`config.mk`:
```
export PLATFORM = sky130hd
export DESIGN_NAME = basic_source_tokenizer_core
export DESIGN_NICKNAME = d
export VERILOG_FILES = /design/src/rtl/core/bst_pkg.sv /design/src/rtl/core/bst_step.sv /design/src/rtl/core/basic_source_tokenizer_core.sv
export SDC_FILE = /design/constraint.sdc
export NUM_CORES = 2
export LEC_CHECK = 0
export ABC_AREA = 1
export BUFFER_PORTS_ARGS = -buffer_cell sky130_fd_sc_hd__buf_2
export CORE_MARGIN = 4
export CORE_UTILIZATION = 28
export DETAILED_ROUTE_END_ITERATION = 7
export PLACE_DENSITY = 0.5
export SLEW_MARGIN = 20
export SYNTH_ARGS = -nofsm -noshare
export SYNTH_HDL_FRONTEND = slang
export SYNTH_SLANG_ARGS = --single-unit
```
`constraint.sdc`:
```
create_clock -name clk_i -period 49.9 [get_ports clk_i]
set_clock_uncertainty 0.2 [all_clocks]
set_input_delay 9.98 -clock clk_i [delete_from_list [all_inputs] [get_ports clk_i]]
set_output_delay 9.98 -clock clk_i [all_outputs]
set_load 0.02 [all_outputs]
```
`src/rtl/core/bst_pkg.sv`:
```
`timescale 1ns / 1ps
// Package for the BASIC source tokenizer: request types, token codes,
// character codes, the keyword table and the helper functions.
// No dependencies.
package bst_pkg;

  localparam int TEXT_MAX  = 63;
  localparam int TEXT_BITS = TEXT_MAX * 8;
  localparam logic [7:0] COMMENT_SCAN_MAX = 8'd255;

  typedef enum logic [2:0] {
    MODE_IDLE,
    MODE_INT,
    MODE_FRAC,
    MODE_STR,
    MODE_WORD,
    MODE_COMMENT,
    MODE_LESS,
    MODE_GREATER
  } mode_e;

  // Token kinds.
  localparam logic [6:0] TK_END     = 7'd0;
  localparam logic [6:0] TK_NEWLINE = 7'd1;
  localparam logic [6:0] TK_NUMBER  = 7'd2;
  localparam logic [6:0] TK_STRING  = 7'd3;
  localparam logic [6:0] TK_IDENT   = 7'd4;
  localparam logic [6:0] TK_KEYBASE = 7'd5;
  localparam logic [6:0] TK_REM     = 7'd23;
  localparam logic [6:0] TK_PLUS    = 7'd69;
  localparam logic [6:0] TK_MINUS   = 7'd70;
  localparam logic [6:0] TK_STAR    = 7'd71;
  localparam logic [6:0] TK_SLASH   = 7'd72;
  localparam logic [6:0] TK_CARET   = 7'd73;
  localparam logic [6:0] TK_LPAREN  = 7'd74;
  localparam logic [6:0] TK_RPAREN  = 7'd75;
  localparam logic [6:0] TK_COMMA   = 7'd76;
  localparam logic [6:0] TK_SEMI    = 7'd77;
  localparam logic [6:0] TK_COLON   = 7'd78;
  localparam logic [6:0] TK_EQ      = 7'd79;
  localparam logic [6:0] TK_LT      = 7'd80;
  localparam logic [6:0] TK_LE      = 7'd81;
  localparam logic [6:0] TK_NE      = 7'd82;
  localparam logic [6:0] TK_GT      = 7'd83;
  localparam logic [6:0] TK_GE      = 7'd84;

  // Character codes.
  localparam logic [7:0] CH_NL     = 8'h0A;
  localparam logic [7:0] CH_QUOTE  = 8'h22;
  localparam logic [7:0] CH_DOLLAR = 8'h24;
  localparam logic [7:0] CH_LPAREN = 8'h28;
  localparam logic [7:0] CH_RPAREN = 8'h29;
  localparam logic [7:0] CH_STAR   = 8'h2A;
  localparam logic [7:0] CH_PLUS   = 8'h2B;
  localparam logic [7:0] CH_COMMA  = 8'h2C;
  localparam logic [7:0] CH_MINUS  = 8'h2D;
  localparam logic [7:0] CH_DOT    = 8'h2E;
  localparam logic [7:0] CH_SLASH  = 8'h2F;
  localparam logic [7:0] CH_COLON  = 8'h3A;
  localparam logic [7:0] CH_SEMI   = 8'h3B;
  localparam logic [7:0] CH_LT     = 8'h3C;
  localparam logic [7:0] CH_EQ     = 8'h3D;
  localparam logic [7:0] CH_GT     = 8'h3E;
  localparam logic [7:0] CH_CARET  = 8'h5E;
  localparam logic [7:0] CH_US     = 8'h5F;

  // Keywords, right-justified: the last character sits in the low byte.
  localparam logic [47:0] KW_TABLE [64] = '{
    "PRINT", "LET", "IF", "THEN", "ELSE", "GOTO", "GOSUB", "RETURN",
    "FOR", "TO", "STEP", "NEXT", "WHILE", "WEND", "INPUT", "DIM",
    "END", "STOP", "REM", "LIST", "RUN", "NEW", "LOAD", "SAVE",
    "AND", "OR", "NOT", "MOD", "SQR", "INT", "ABS", "RND",
    "SIN", "COS", "TAN", "LOG", "EXP", "SGN", "ATN", "LEN",
    "MID$", "LEFT$", "RIGHT$", "STR$", "VAL", "CHR$", "ASC", "SCREEN",
    "CIRCLE", "LINE", "RECT", "COLOR", "CLEAR", "FLIP", "POINT", "TEXT",
    "SPRITE", "FILLED", "CLOSE", "DRAW", "FREE", "POLL", "MOUSE", "KEY"
  };

  typedef struct packed {
    logic       kind;
    logic [7:0] source_byte;
  } in_t;

  typedef struct packed {
    logic [6:0]  token_kind;
    logic [5:0]  text_length;
    logic [63:0] text_word0;
    logic [63:0] text_word1;
    logic [63:0] text_word2;
    logic [63:0] text_word3;
    logic [63:0] text_word4;
    logic [63:0] text_word5;
    logic [63:0] text_word6;
    logic [55:0] text_word7;
    logic        last_of_run;
  } out_t;

  typedef struct packed {
    mode_e      mode;
    logic [5:0] cnt;
    logic [7:0] scan;
  } scan_t;

  typedef struct packed {
    logic       wr_en;
    logic [5:0] wr_idx;
    logic [7:0] wr_byte;
    logic [1:0] res_n;
  } step_ctl_t;

  function automatic logic is_digit(logic [7:0] b);
    return (b >= 8'h30) && (b <= 8'h39);
  endfunction

  function automatic logic is_alpha(logic [7:0] b);
    return ((b >= 8'h41) && (b <= 8'h5A)) || ((b >= 8'h61) && (b <= 8'h7A));
  endfunction

  function automatic logic is_word(logic [7:0] b);
    return is_alpha(b) || is_digit(b) || (b == CH_US) || (b == CH_DOLLAR);
  endfunction

  function automatic logic is_space(logic [7:0] b);
    return (b == 8'h20) || ((b >= 8'h09) && (b <= 8'h0D));
  endfunction

  function automatic logic [7:0] upcase(logic [7:0] b);
    return ((b >= 8'h61) && (b <= 8'h7A)) ? b - 8'h20 : b;
  endfunction

  function automatic logic [5:0] kw_len(logic [47:0] w);
    logic [5:0] n;
    n = '0;
    for (int i = 0; i < 6; i++) begin
      if (w[8*i +: 8] != 8'h00) n = n + 6'd1;
    end
    return n;
  endfunction

  // The word is packed right-justified like the table entries.
  function automatic logic [6:0] kw_lookup(logic [47:0] w, logic [5:0] len);
    logic [6:0] k;
    k = TK_IDENT;
    for (int i = 0; i < 64; i++) begin
      if ((w == KW_TABLE[i]) && (len == kw_len(KW_TABLE[i]))) begin
        k = TK_KEYBASE + 7'(i);
      end
    end
    return k;
  endfunction

  function automatic out_t make_result(logic [6:0] kind, logic [5:0] len,
                                       logic [TEXT_BITS-1:0] text);
    out_t r;
    r.token_kind  = kind;
    r.text_length = len;
    r.text_word0  = text[0   +: 64];
    r.text_word1  = text[64  +: 64];
    r.text_word2  = text[128 +: 64];
    r.text_word3  = text[192 +: 64];
    r.text_word4  = text[256 +: 64];
    r.text_word5  = text[320 +: 64];
    r.text_word6  = text[384 +: 64];
    r.text_word7  = text[448 +: 56];
    r.last_of_run = 1'b0;
    return r;
  endfunction

endpackage

```
`src/rtl/core/bst_step.sv`:
```
`timescale 1ns / 1ps
// Next-state and token logic of the tokenizer for one request.
// Depends on bst_pkg.
module bst_step import bst_pkg::*; (
  input  in_t                  item_i,
  input  scan_t                st_i,
  input  logic [TEXT_BITS-1:0] text_i,
  output scan_t                st_o,
  output step_ctl_t            ctl_o,
  output out_t                 res0_o,
  output out_t                 res1_o
);

  logic [7:0]           b;
  logic [TEXT_BITS-1:0] bufm;
  logic [47:0]          wpack;
  logic [6:0]           kw;
  logic                 room;
  logic                 fresh_req;
  logic [1:0]           n;
  out_t                 res [2];

  assign b    = item_i.source_byte;
  assign room = st_i.cnt < 6'(TEXT_MAX);

  // Buffer with the bytes past the count forced to zero.
  always_comb begin
    for (int i = 0; i < TEXT_MAX; i++) begin
      bufm[8*i +: 8] = (6'(i) < st_i.cnt) ? text_i[8*i +: 8] : 8'h00;
    end
  end

  always_comb begin
    wpack = '0;
    for (int i = 0; i < 6; i++) begin
      if (6'(i) < st_i.cnt) wpack = {wpack[39:0], text_i[8*i +: 8]};
    end
  end

  assign kw = kw_lookup(wpack, st_i.cnt);

  always_comb begin
    st_o          = st_i;
    ctl_o.wr_en   = 1'b0;
    ctl_o.wr_idx  = st_i.cnt;
    ctl_o.wr_byte = b;
    fresh_req     = 1'b0;
    n             = '0;
    res[0]        = make_result(TK_END, '0, '0);
    res[1]        = make_result(TK_END, '0, '0);

    if (item_i.kind) begin
      // End of source: flush, then the end token.
      case (st_i.mode)
        MODE_INT, MODE_FRAC: begin
          res[n[0]] = make_result(TK_NUMBER, st_i.cnt, bufm); n = n + 2'd1;
        end
        MODE_STR: begin
          res[n[0]] = make_result(TK_STRING, st_i.cnt, bufm); n = n + 2'd1;
        end
        MODE_WORD: begin
          if (kw == TK_REM) res[n[0]] = make_result(TK_REM, '0, '0);
          else res[n[0]] = make_result(kw, st_i.cnt, bufm);
          n = n + 2'd1;
        end
        MODE_COMMENT: begin
          res[n[0]] = make_result(TK_REM, st_i.cnt, bufm); n = n + 2'd1;
        end
        MODE_LESS: begin
          res[n[0]] = make_result(TK_LT, 6'd1, TEXT_BITS'(CH_LT)); n = n + 2'd1;
        end
        MODE_GREATER: begin
          res[n[0]] = make_result(TK_GT, 6'd1, TEXT_BITS'(CH_GT)); n = n + 2'd1;
        end
        default: ;
      endcase
      res[n[0]] = make_result(TK_END, '0, '0);
      n         = n + 2'd1;
      st_o.mode = MODE_IDLE;
      st_o.cnt  = '0;
      st_o.scan = '0;
    end else begin
      unique case (st_i.mode)
        MODE_IDLE: fresh_req = 1'b1;
        MODE_INT: begin
          if (is_digit(b) && room) begin
            ctl_o.wr_en = 1'b1;
            st_o.cnt    = st_i.cnt + 6'd1;
          end else if (b == CH_DOT) begin
            if (room) begin
              ctl_o.wr_en = 1'b1;
              st_o.cnt    = st_i.cnt + 6'd1;
              st_o.mode   = MODE_FRAC;
            end else begin
              res[n[0]] = make_result(TK_NUMBER, st_i.cnt, bufm); n = n + 2'd1;
              st_o.mode = MODE_IDLE;
              st_o.cnt  = '0;
            end
          end else begin
            res[n[0]] = make_result(TK_NUMBER, st_i.cnt, bufm); n = n + 2'd1;
            fresh_req = 1'b1;
          end
        end
        MODE_FRAC: begin
          if (is_digit(b) && room) begin
            ctl_o.wr_en = 1'b1;
            st_o.cnt    = st_i.cnt + 6'd1;
          end else begin
            res[n[0]] = make_result(TK_NUMBER, st_i.cnt, bufm); n = n + 2'd1;
            fresh_req = 1'b1;
          end
        end
        MODE_STR: begin
          if (b == CH_QUOTE) begin
            res[n[0]] = make_result(TK_STRING, st_i.cnt, bufm); n = n + 2'd1;
            st_o.mode = MODE_IDLE;
            st_o.cnt  = '0;
          end else if (room) begin
            ctl_o.wr_en = 1'b1;
            st_o.cnt    = st_i.cnt + 6'd1;
          end else begin
            res[n[0]] = make_result(TK_STRING, st_i.cnt, bufm); n = n + 2'd1;
            fresh_req = 1'b1;
          end
        end
        MODE_WORD: begin
          if (is_word(b) && room) begin
            ctl_o.wr_en   = 1'b1;
            ctl_o.wr_byte = upcase(b);
            st_o.cnt      = st_i.cnt + 6'd1;
          end else if (kw == TK_REM) begin
            // REM opens a comment, and this byte is its first unless it is a newline.
            if (b == CH_NL) begin
              res[n[0]] = make_result(TK_REM, '0, '0); n = n + 2'd1;
              fresh_req = 1'b1;
            end else begin
              st_o.mode    = MODE_COMMENT;
              ctl_o.wr_en  = 1'b1;
              ctl_o.wr_idx = '0;
              st_o.cnt     = 6'd1;
              st_o.scan    = 8'd1;
            end
          end else begin
            res[n[0]] = make_result(kw, st_i.cnt, bufm); n = n + 2'd1;
            fresh_req = 1'b1;
          end
        end
        MODE_COMMENT: begin
          if ((b == CH_NL) || (st_i.scan == COMMENT_SCAN_MAX)) begin
            res[n[0]] = make_result(TK_REM, st_i.cnt, bufm); n = n + 2'd1;
            fresh_req = 1'b1;
          end else begin
            if (room) begin
              ctl_o.wr_en = 1'b1;
              st_o.cnt    = st_i.cnt + 6'd1;
            end
            st_o.scan = st_i.scan + 8'd1;
          end
        end
        MODE_LESS: begin
          st_o.mode = MODE_IDLE;
          st_o.cnt  = '0;
          if (b == CH_EQ) begin
            res[n[0]] = make_result(TK_LE, 6'd2, TEXT_BITS'({CH_EQ, CH_LT}));
            n = n + 2'd1;
          end else if (b == CH_GT) begin
            res[n[0]] = make_result(TK_NE, 6'd2, TEXT_BITS'({CH_GT, CH_LT}));
            n = n + 2'd1;
          end else begin
            res[n[0]] = make_result(TK_LT, 6'd1, TEXT_BITS'(CH_LT)); n = n + 2'd1;
            fresh_req = 1'b1;
          end
        end
        MODE_GREATER: begin
          st_o.mode = MODE_IDLE;
          st_o.cnt  = '0;
          if (b == CH_EQ) begin
            res[n[0]] = make_result(TK_GE, 6'd2, TEXT_BITS'({CH_EQ, CH_GT}));
            n = n + 2'd1;
          end else begin
            res[n[0]] = make_result(TK_GT, 6'd1, TEXT_BITS'(CH_GT)); n = n + 2'd1;
            fresh_req = 1'b1;
          end
        end
        default: ;
      endcase
    end

    // A byte that starts from scratch, after any token it closed.
    if (fresh_req) begin
      st_o.mode = MODE_IDLE;
      st_o.cnt  = '0;
      if (b == CH_NL) begin
        res[n[0]] = make_result(TK_NEWLINE, '0, '0); n = n + 2'd1;
      end else if (is_space(b)) begin
        st_o.mode = MODE_IDLE;
      end else if (is_digit(b)) begin
        st_o.mode    = MODE_INT;
        ctl_o.wr_en  = 1'b1;
        ctl_o.wr_idx = '0;
        st_o.cnt     = 6'd1;
      end else if (b == CH_QUOTE) begin
        st_o.mode = MODE_STR;
      end else if (is_alpha(b)) begin
        st_o.mode     = MODE_WORD;
        ctl_o.wr_en   = 1'b1;
        ctl_o.wr_idx  = '0;
        ctl_o.wr_byte = upcase(b);
        st_o.cnt      = 6'd1;
      end else if (b == CH_LT) begin
        st_o.mode = MODE_LESS;
      end else if (b == CH_GT) begin
        st_o.mode = MODE_GREATER;
      end else begin
        case (b)
          CH_PLUS:   begin res[n[0]] = make_result(TK_PLUS,   6'd1, TEXT_BITS'(b)); n = n + 2'd1; end
          CH_MINUS:  begin res[n[0]] = make_result(TK_MINUS,  6'd1, TEXT_BITS'(b)); n = n + 2'd1; end
          CH_STAR:   begin res[n[0]] = make_result(TK_STAR,   6'd1, TEXT_BITS'(b)); n = n + 2'd1; end
          CH_SLASH:  begin res[n[0]] = make_result(TK_SLASH,  6'd1, TEXT_BITS'(b)); n = n + 2'd1; end
          CH_CARET:  begin res[n[0]] = make_result(TK_CARET,  6'd1, TEXT_BITS'(b)); n = n + 2'd1; end
          CH_LPAREN: begin res[n[0]] = make_result(TK_LPAREN, 6'd1, TEXT_BITS'(b)); n = n + 2'd1; end
          CH_RPAREN: begin res[n[0]] = make_result(TK_RPAREN, 6'd1, TEXT_BITS'(b)); n = n + 2'd1; end
          CH_COMMA:  begin res[n[0]] = make_result(TK_COMMA,  6'd1, TEXT_BITS'(b)); n = n + 2'd1; end
          CH_SEMI:   begin res[n[0]] = make_result(TK_SEMI,   6'd1, TEXT_BITS'(b)); n = n + 2'd1; end
          CH_COLON:  begin res[n[0]] = make_result(TK_COLON,  6'd1, TEXT_BITS'(b)); n = n + 2'd1; end
          CH_EQ:     begin res[n[0]] = make_result(TK_EQ,     6'd1, TEXT_BITS'(b)); n = n + 2'd1; end
          default: ;
        endcase
      end
    end

    if (n == 2'd1) res[0].last_of_run = 1'b1;
    if (n == 2'd2) res[1].last_of_run = 1'b1;
    ctl_o.res_n = n;
  end

  assign res0_o = res[0];
  assign res1_o = res[1];

endmodule

```
`src/rtl/core/basic_source_tokenizer_core.sv`:
```
`timescale 1ns / 1ps
// Top level of the BASIC source tokenizer: scan state, token text buffer
// and a four-entry result queue. Depends on bst_pkg and bst_step.

// The tokenizer takes one source byte per cycle while not stalled and pushes
// the zero, one or two tokens that the byte finishes into a four-entry
// result queue, which sends one token per cycle unless out_stall_i holds it.
// A byte is taken whenever the queue holds two tokens or fewer, so input
// stall rises only when results back up. Since most bytes finish at most one
// token, the block sustains one byte per cycle while the output is not stalled;
// bytes that finish two tokens use the output port twice, which therefore
// limits the long-run byte rate. A token is written into the result queue when the byte that ends it is taken.
module basic_source_tokenizer_core import bst_pkg::*; (
  input  logic clk_i,
  input  logic rst_ni,
  input  logic in_valid_i,
  output logic in_stall_o,
  input  in_t  in_data_i,
  output logic out_valid_o,
  input  logic out_stall_i,
  output out_t out_data_o
);

  scan_t                st_q, st_d;
  logic [TEXT_BITS-1:0] text_q;
  step_ctl_t            ctl;
  out_t                 res0, res1;
  out_t                 fifo_q [4];
  logic [1:0]           wptr_q, rptr_q;
  logic [2:0]           fcnt_q;
  logic                 in_acc, out_acc;
  logic [1:0]           push_n;

  bst_step u_step (
    .item_i (in_data_i),
    .st_i   (st_q),
    .text_i (text_q),
    .st_o   (st_d),
    .ctl_o  (ctl),
    .res0_o (res0),
    .res1_o (res1)
  );

  assign in_stall_o  = fcnt_q > 3'd2;
  assign in_acc      = in_valid_i && !in_stall_o;
  assign out_valid_o = fcnt_q != 3'd0;
  assign out_acc     = out_valid_o && !out_stall_i;
  assign out_data_o  = fifo_q[rptr_q];
  assign push_n      = in_acc ? ctl.res_n : 2'd0;

  always_ff @(posedge clk_i or negedge rst_ni) begin
    if (!rst_ni) begin
      st_q.mode <= MODE_IDLE;
      st_q.cnt  <= '0;
      st_q.scan <= '0;
      wptr_q    <= '0;
      rptr_q    <= '0;
      fcnt_q    <= '0;
    end else begin
      if (in_acc) st_q <= st_d;
      wptr_q <= wptr_q + push_n;
      if (out_acc) rptr_q <= rptr_q + 2'd1;
      fcnt_q <= fcnt_q + {1'b0, push_n} - {2'b00, out_acc};
    end
  end

  // Token text and queue entries carry no reset.
  always_ff @(posedge clk_i) begin
    if (in_acc && ctl.wr_en) text_q[8*ctl.wr_idx +: 8] <= ctl.wr_byte;
    if (push_n != 2'd0) fifo_q[wptr_q] <= res0;
    if (push_n == 2'd2) fifo_q[wptr_q + 2'd1] <= res1;
  end

endmodule

```
==> impl_metrics.csv <==
group,metric,value,unit
place,place_inst,19540,
place,portBuffers,532,
timing,final-max-slew-violation-count,0,
floorplanning,core_area,443000,sq um
clocking,cts_tree,"built",
final_layout,nFillCells,46030,
setup_path,arrival,18.46,ns
setup_path,critPathSlowestCell,"buf_4",
logic_synthesis,syn_inst,13720,
place,dp.final_hpwl,350000,um
min_path,hold_path_class,"flip-flop to flip-flop",
setup_path,endpoint,"fifo_q[1][157]",
clocking,cts_buffer_depth,4,
floorplanning,io_pins,533,
clocking,ctsResizeCount,0,
drt,wl_per_cell,25.15,um
run,cap_violations,0,
logic_synthesis,synth_commonest_cells,"nand2_1, inv_1, edfxtp_1, nor2_1, o21ai_0",
logic_synthesis,ys_ff_latch,2600,
setup_path,critPathRequiredTime,50.26,ns
grt,antenna_found_initial,35,
logic_synthesis,synth.most_common_cell,"nand2_1",
drt,drc,0,
timing,whs,0.2983,ns
setup_path,worstPathMaxFanout,107,
min_path,whs_path_depth,1,
timing,rsz0062_at_grt,"false",
logic_synthesis,syn_area_per_cell,9.098,sq um
drt,num_vias,95870,
clocking,insertion_delay,0.94,ns
setup_path,start_kind,"primary input",
final_layout,drive_above_1_share,8.909,%
run_status,outcome,"completed",
clocking,post_cts_buffers,0,
floorplanning,start_util,28.18,%
setup_path,r2r_start,"st_q[9]",
place,globalplace.congestion,1.020,
grt,grt_pass1_vias,89860,
drt,wl,505500,um
timing,slew_headroom,16.75,%
timing,worstMarginPinSlew,1.244,ns
setup_path,critPathCaptureType,"flip-flop",
timing,max_freq,0.05525,GHz
grt,overflow,0,
logic_synthesis,yosysTopAreaCellShare,61.98,%
floorplanning,die_width,675.6,um
final_layout,area.growth.synth_to_final,14.41,%
logic_synthesis,synth_cell_types,61,
drt,ant_nets,0,
grt,track_usage,21.42,%
clocking,cts_buffers,309,
final_layout,nets,13980,
power_and_ir_drop,p_leak,64.74,nW
timing,finalCritPeriodShare,36.27,%
timing,finalSetupViolCount,0,
floorplanning,row_count,244,
logic_synthesis,ys_async_sr_fraction,0.9231,%
timing,period_minus_slack,18.10,ns
power_and_ir_drop,vdd_drop_max,0.00005672,V
grt,grt_max_degree,164,
setup_path,startpoint,"in_data_i[3]",
logic_synthesis,yosysWarnings,0,
setup_path,slowest_delay,0.80,ns
drt,first_pass_iters,6,
clocking,root_buffer,"clkbuf_16",
drt,drtIter0Drc,10450,
setup_path,r2r_setup_slack,38.31,ns
timing,hold_viol_final,0,
power_and_ir_drop,cellPowerDensity,61.84,nW/um^2
setup_path,crit-reg2reg-capture,"fifo_q[1][157]",
clocking,path_clk_slew,0.05,ns
clocking,h-tree-depth,5,
setup_path,path_class,"primary input to flip-flop",
logic_synthesis,synth_top_area_cell,"edfxtp_1",
clocking,hold_buffers,0,
logic_synthesis,ys_seq_area_share,62.46,%
floorplanning,dieArea,456500,sq um
logic_synthesis,synth_area_leaders,"edfxtp_1, nand2_1, inv_1",
clocking,cts.sink_count,2600,
logic_synthesis,synth_fp_nets,13750,
logic_synthesis,synth-edff-count,2576,
drt,via_per_inst,4.769,
setup_path,ff2ff_path_depth,34,
final_layout,finalNonFillerCells,20100,
floorplanning,dieHeight,675.6,um
logic_synthesis,synth_ff_type,"edfxtp_1",
logic_synthesis,synth.cell_area,124800,sq um
grt,grt_first_pass_wirelength,701100,um
-- report_power, final --
group | internal [mW] | switching (mW) | leakage (nW) | total, mW
registers | 2.79 | 0.0788 | 24.0 | 2.87
clock network | 1.23 | 0.963 | 4.68 | 2.20
logic | 0.753 | 3.01 | 36.1 | 3.77
-- metrics by stage --
stage | TNS (ns) | utilization [%] | power [mW] | cell area, sq um | setup slack (ns)
global placement | 0 | 30.05 | 6.729 | 133100 | 30.61
floorplan | -1954.05 | - | 5.721 | 124800 | -0.9433
finish | 0 | 32.24 | 8.831 | 142800 | 31.80
detailed placement | 0 | 30.05 | 6.722 | 133100 | 30.59
CTS | 0 | 32.22 | 8.920 | 142700 | 31.61
global route | 0 | 32.23 | 9.239 | 142800 | 31.30
-- registers in the layout, summed over array words and instances (netlist names) --
name    flops
text_q    504
fifo_q   2072
wptr_q      2
st_q       17
rptr_q      2
fcnt_q      3
-- metal layers --
metal,global-route usage (%),wire (um),up-vias
li1,-,-,44430
met3,3.261,34500,675
met4,8.652,23170,8
met1,29.24,217400,47280
met2,34.00,230400,3489
met5,0,55,-
-- logic make-up after synthesis --
| logic type | after synthesis | share of synthesized area (%) |
|---|---|---|
| xor gates and xnor gates | 10 | 0.07620 |
| DFF | 2600 | 62.46 |
| AOI/OAI and AO/OA | 1823 | 8.052 |
| and+or+nand+nor | 5819 | 18.56 |
| adders and majority gates | 16 | 0.1664 |
| buffers and inverters | 3450 | 10.68 |
-- area by class of cell --
| cell class | instances | area, sq um | share of cell area, % |
|---|---|---|---|
| inverter | 2692 | 10160 | 7.115 |
| timing repair buffer | 675 | 3911 | 2.739 |
| sequential | 2600 | 77960 | 54.60 |
| tap | 5904 | 7387 | 5.173 |
| multi-input combinational | 7668 | 33710 | 23.60 |
| clock inverter | 172 | 1568 | 1.098 |
| antenna | 11 | 27.53 | 0.01928 |
| clock buffer | 381 | 8075 | 5.655 |
-- worst min-delay path by stage --
stage | startpoint | endpoint | slack, ns
finish | fcnt_q[2] | fcnt_q[2] | 0.30
global route | fcnt_q[2] | fcnt_q[2] | 0.32
CTS | fcnt_q[2] | fcnt_q[2] | 0.30
detailed placement | fcnt_q[2] | fcnt_q[2] | 0.29
global placement | fcnt_q[2] | fcnt_q[2] | 0.29
floorplan | fcnt_q[2] | fcnt_q[2] | 0.26
-- worst max-delay path, delay by kind of cell --
family          cells  cell delay, ns
compound gates      4            1.04
buf+inv            13            4.48
simple gates       13            2.58
-- layout by cell type (no fill, tap or decap), types with 11 or more instances in the layout --
master,n
nand2_1,2745
inv_1,2636
edfxtp_1,2576
nor2_1,2424
o21ai_0,1145
buf_2,532
o22ai_1,522
clkbuf_16,311
nand3_1,268
buf_4,129
nand4_1,111
nor3_1,109
clkinv_1,74
clkbuf_1,67
clkinv_2,52
nor4_1,47
inv_2,41
o21ai_1,31
nor2_2,30
a21oi_1,28
dfrtp_1,22
nand2_2,20
a31oi_1,14
ha_1,14
bufinv_16,14
buf_12,14
o211ai_1,13
nor3_2,13
nor2_4,12
diode_2,11
o31ai_1,11
Power figures use the tool's default switching activity.
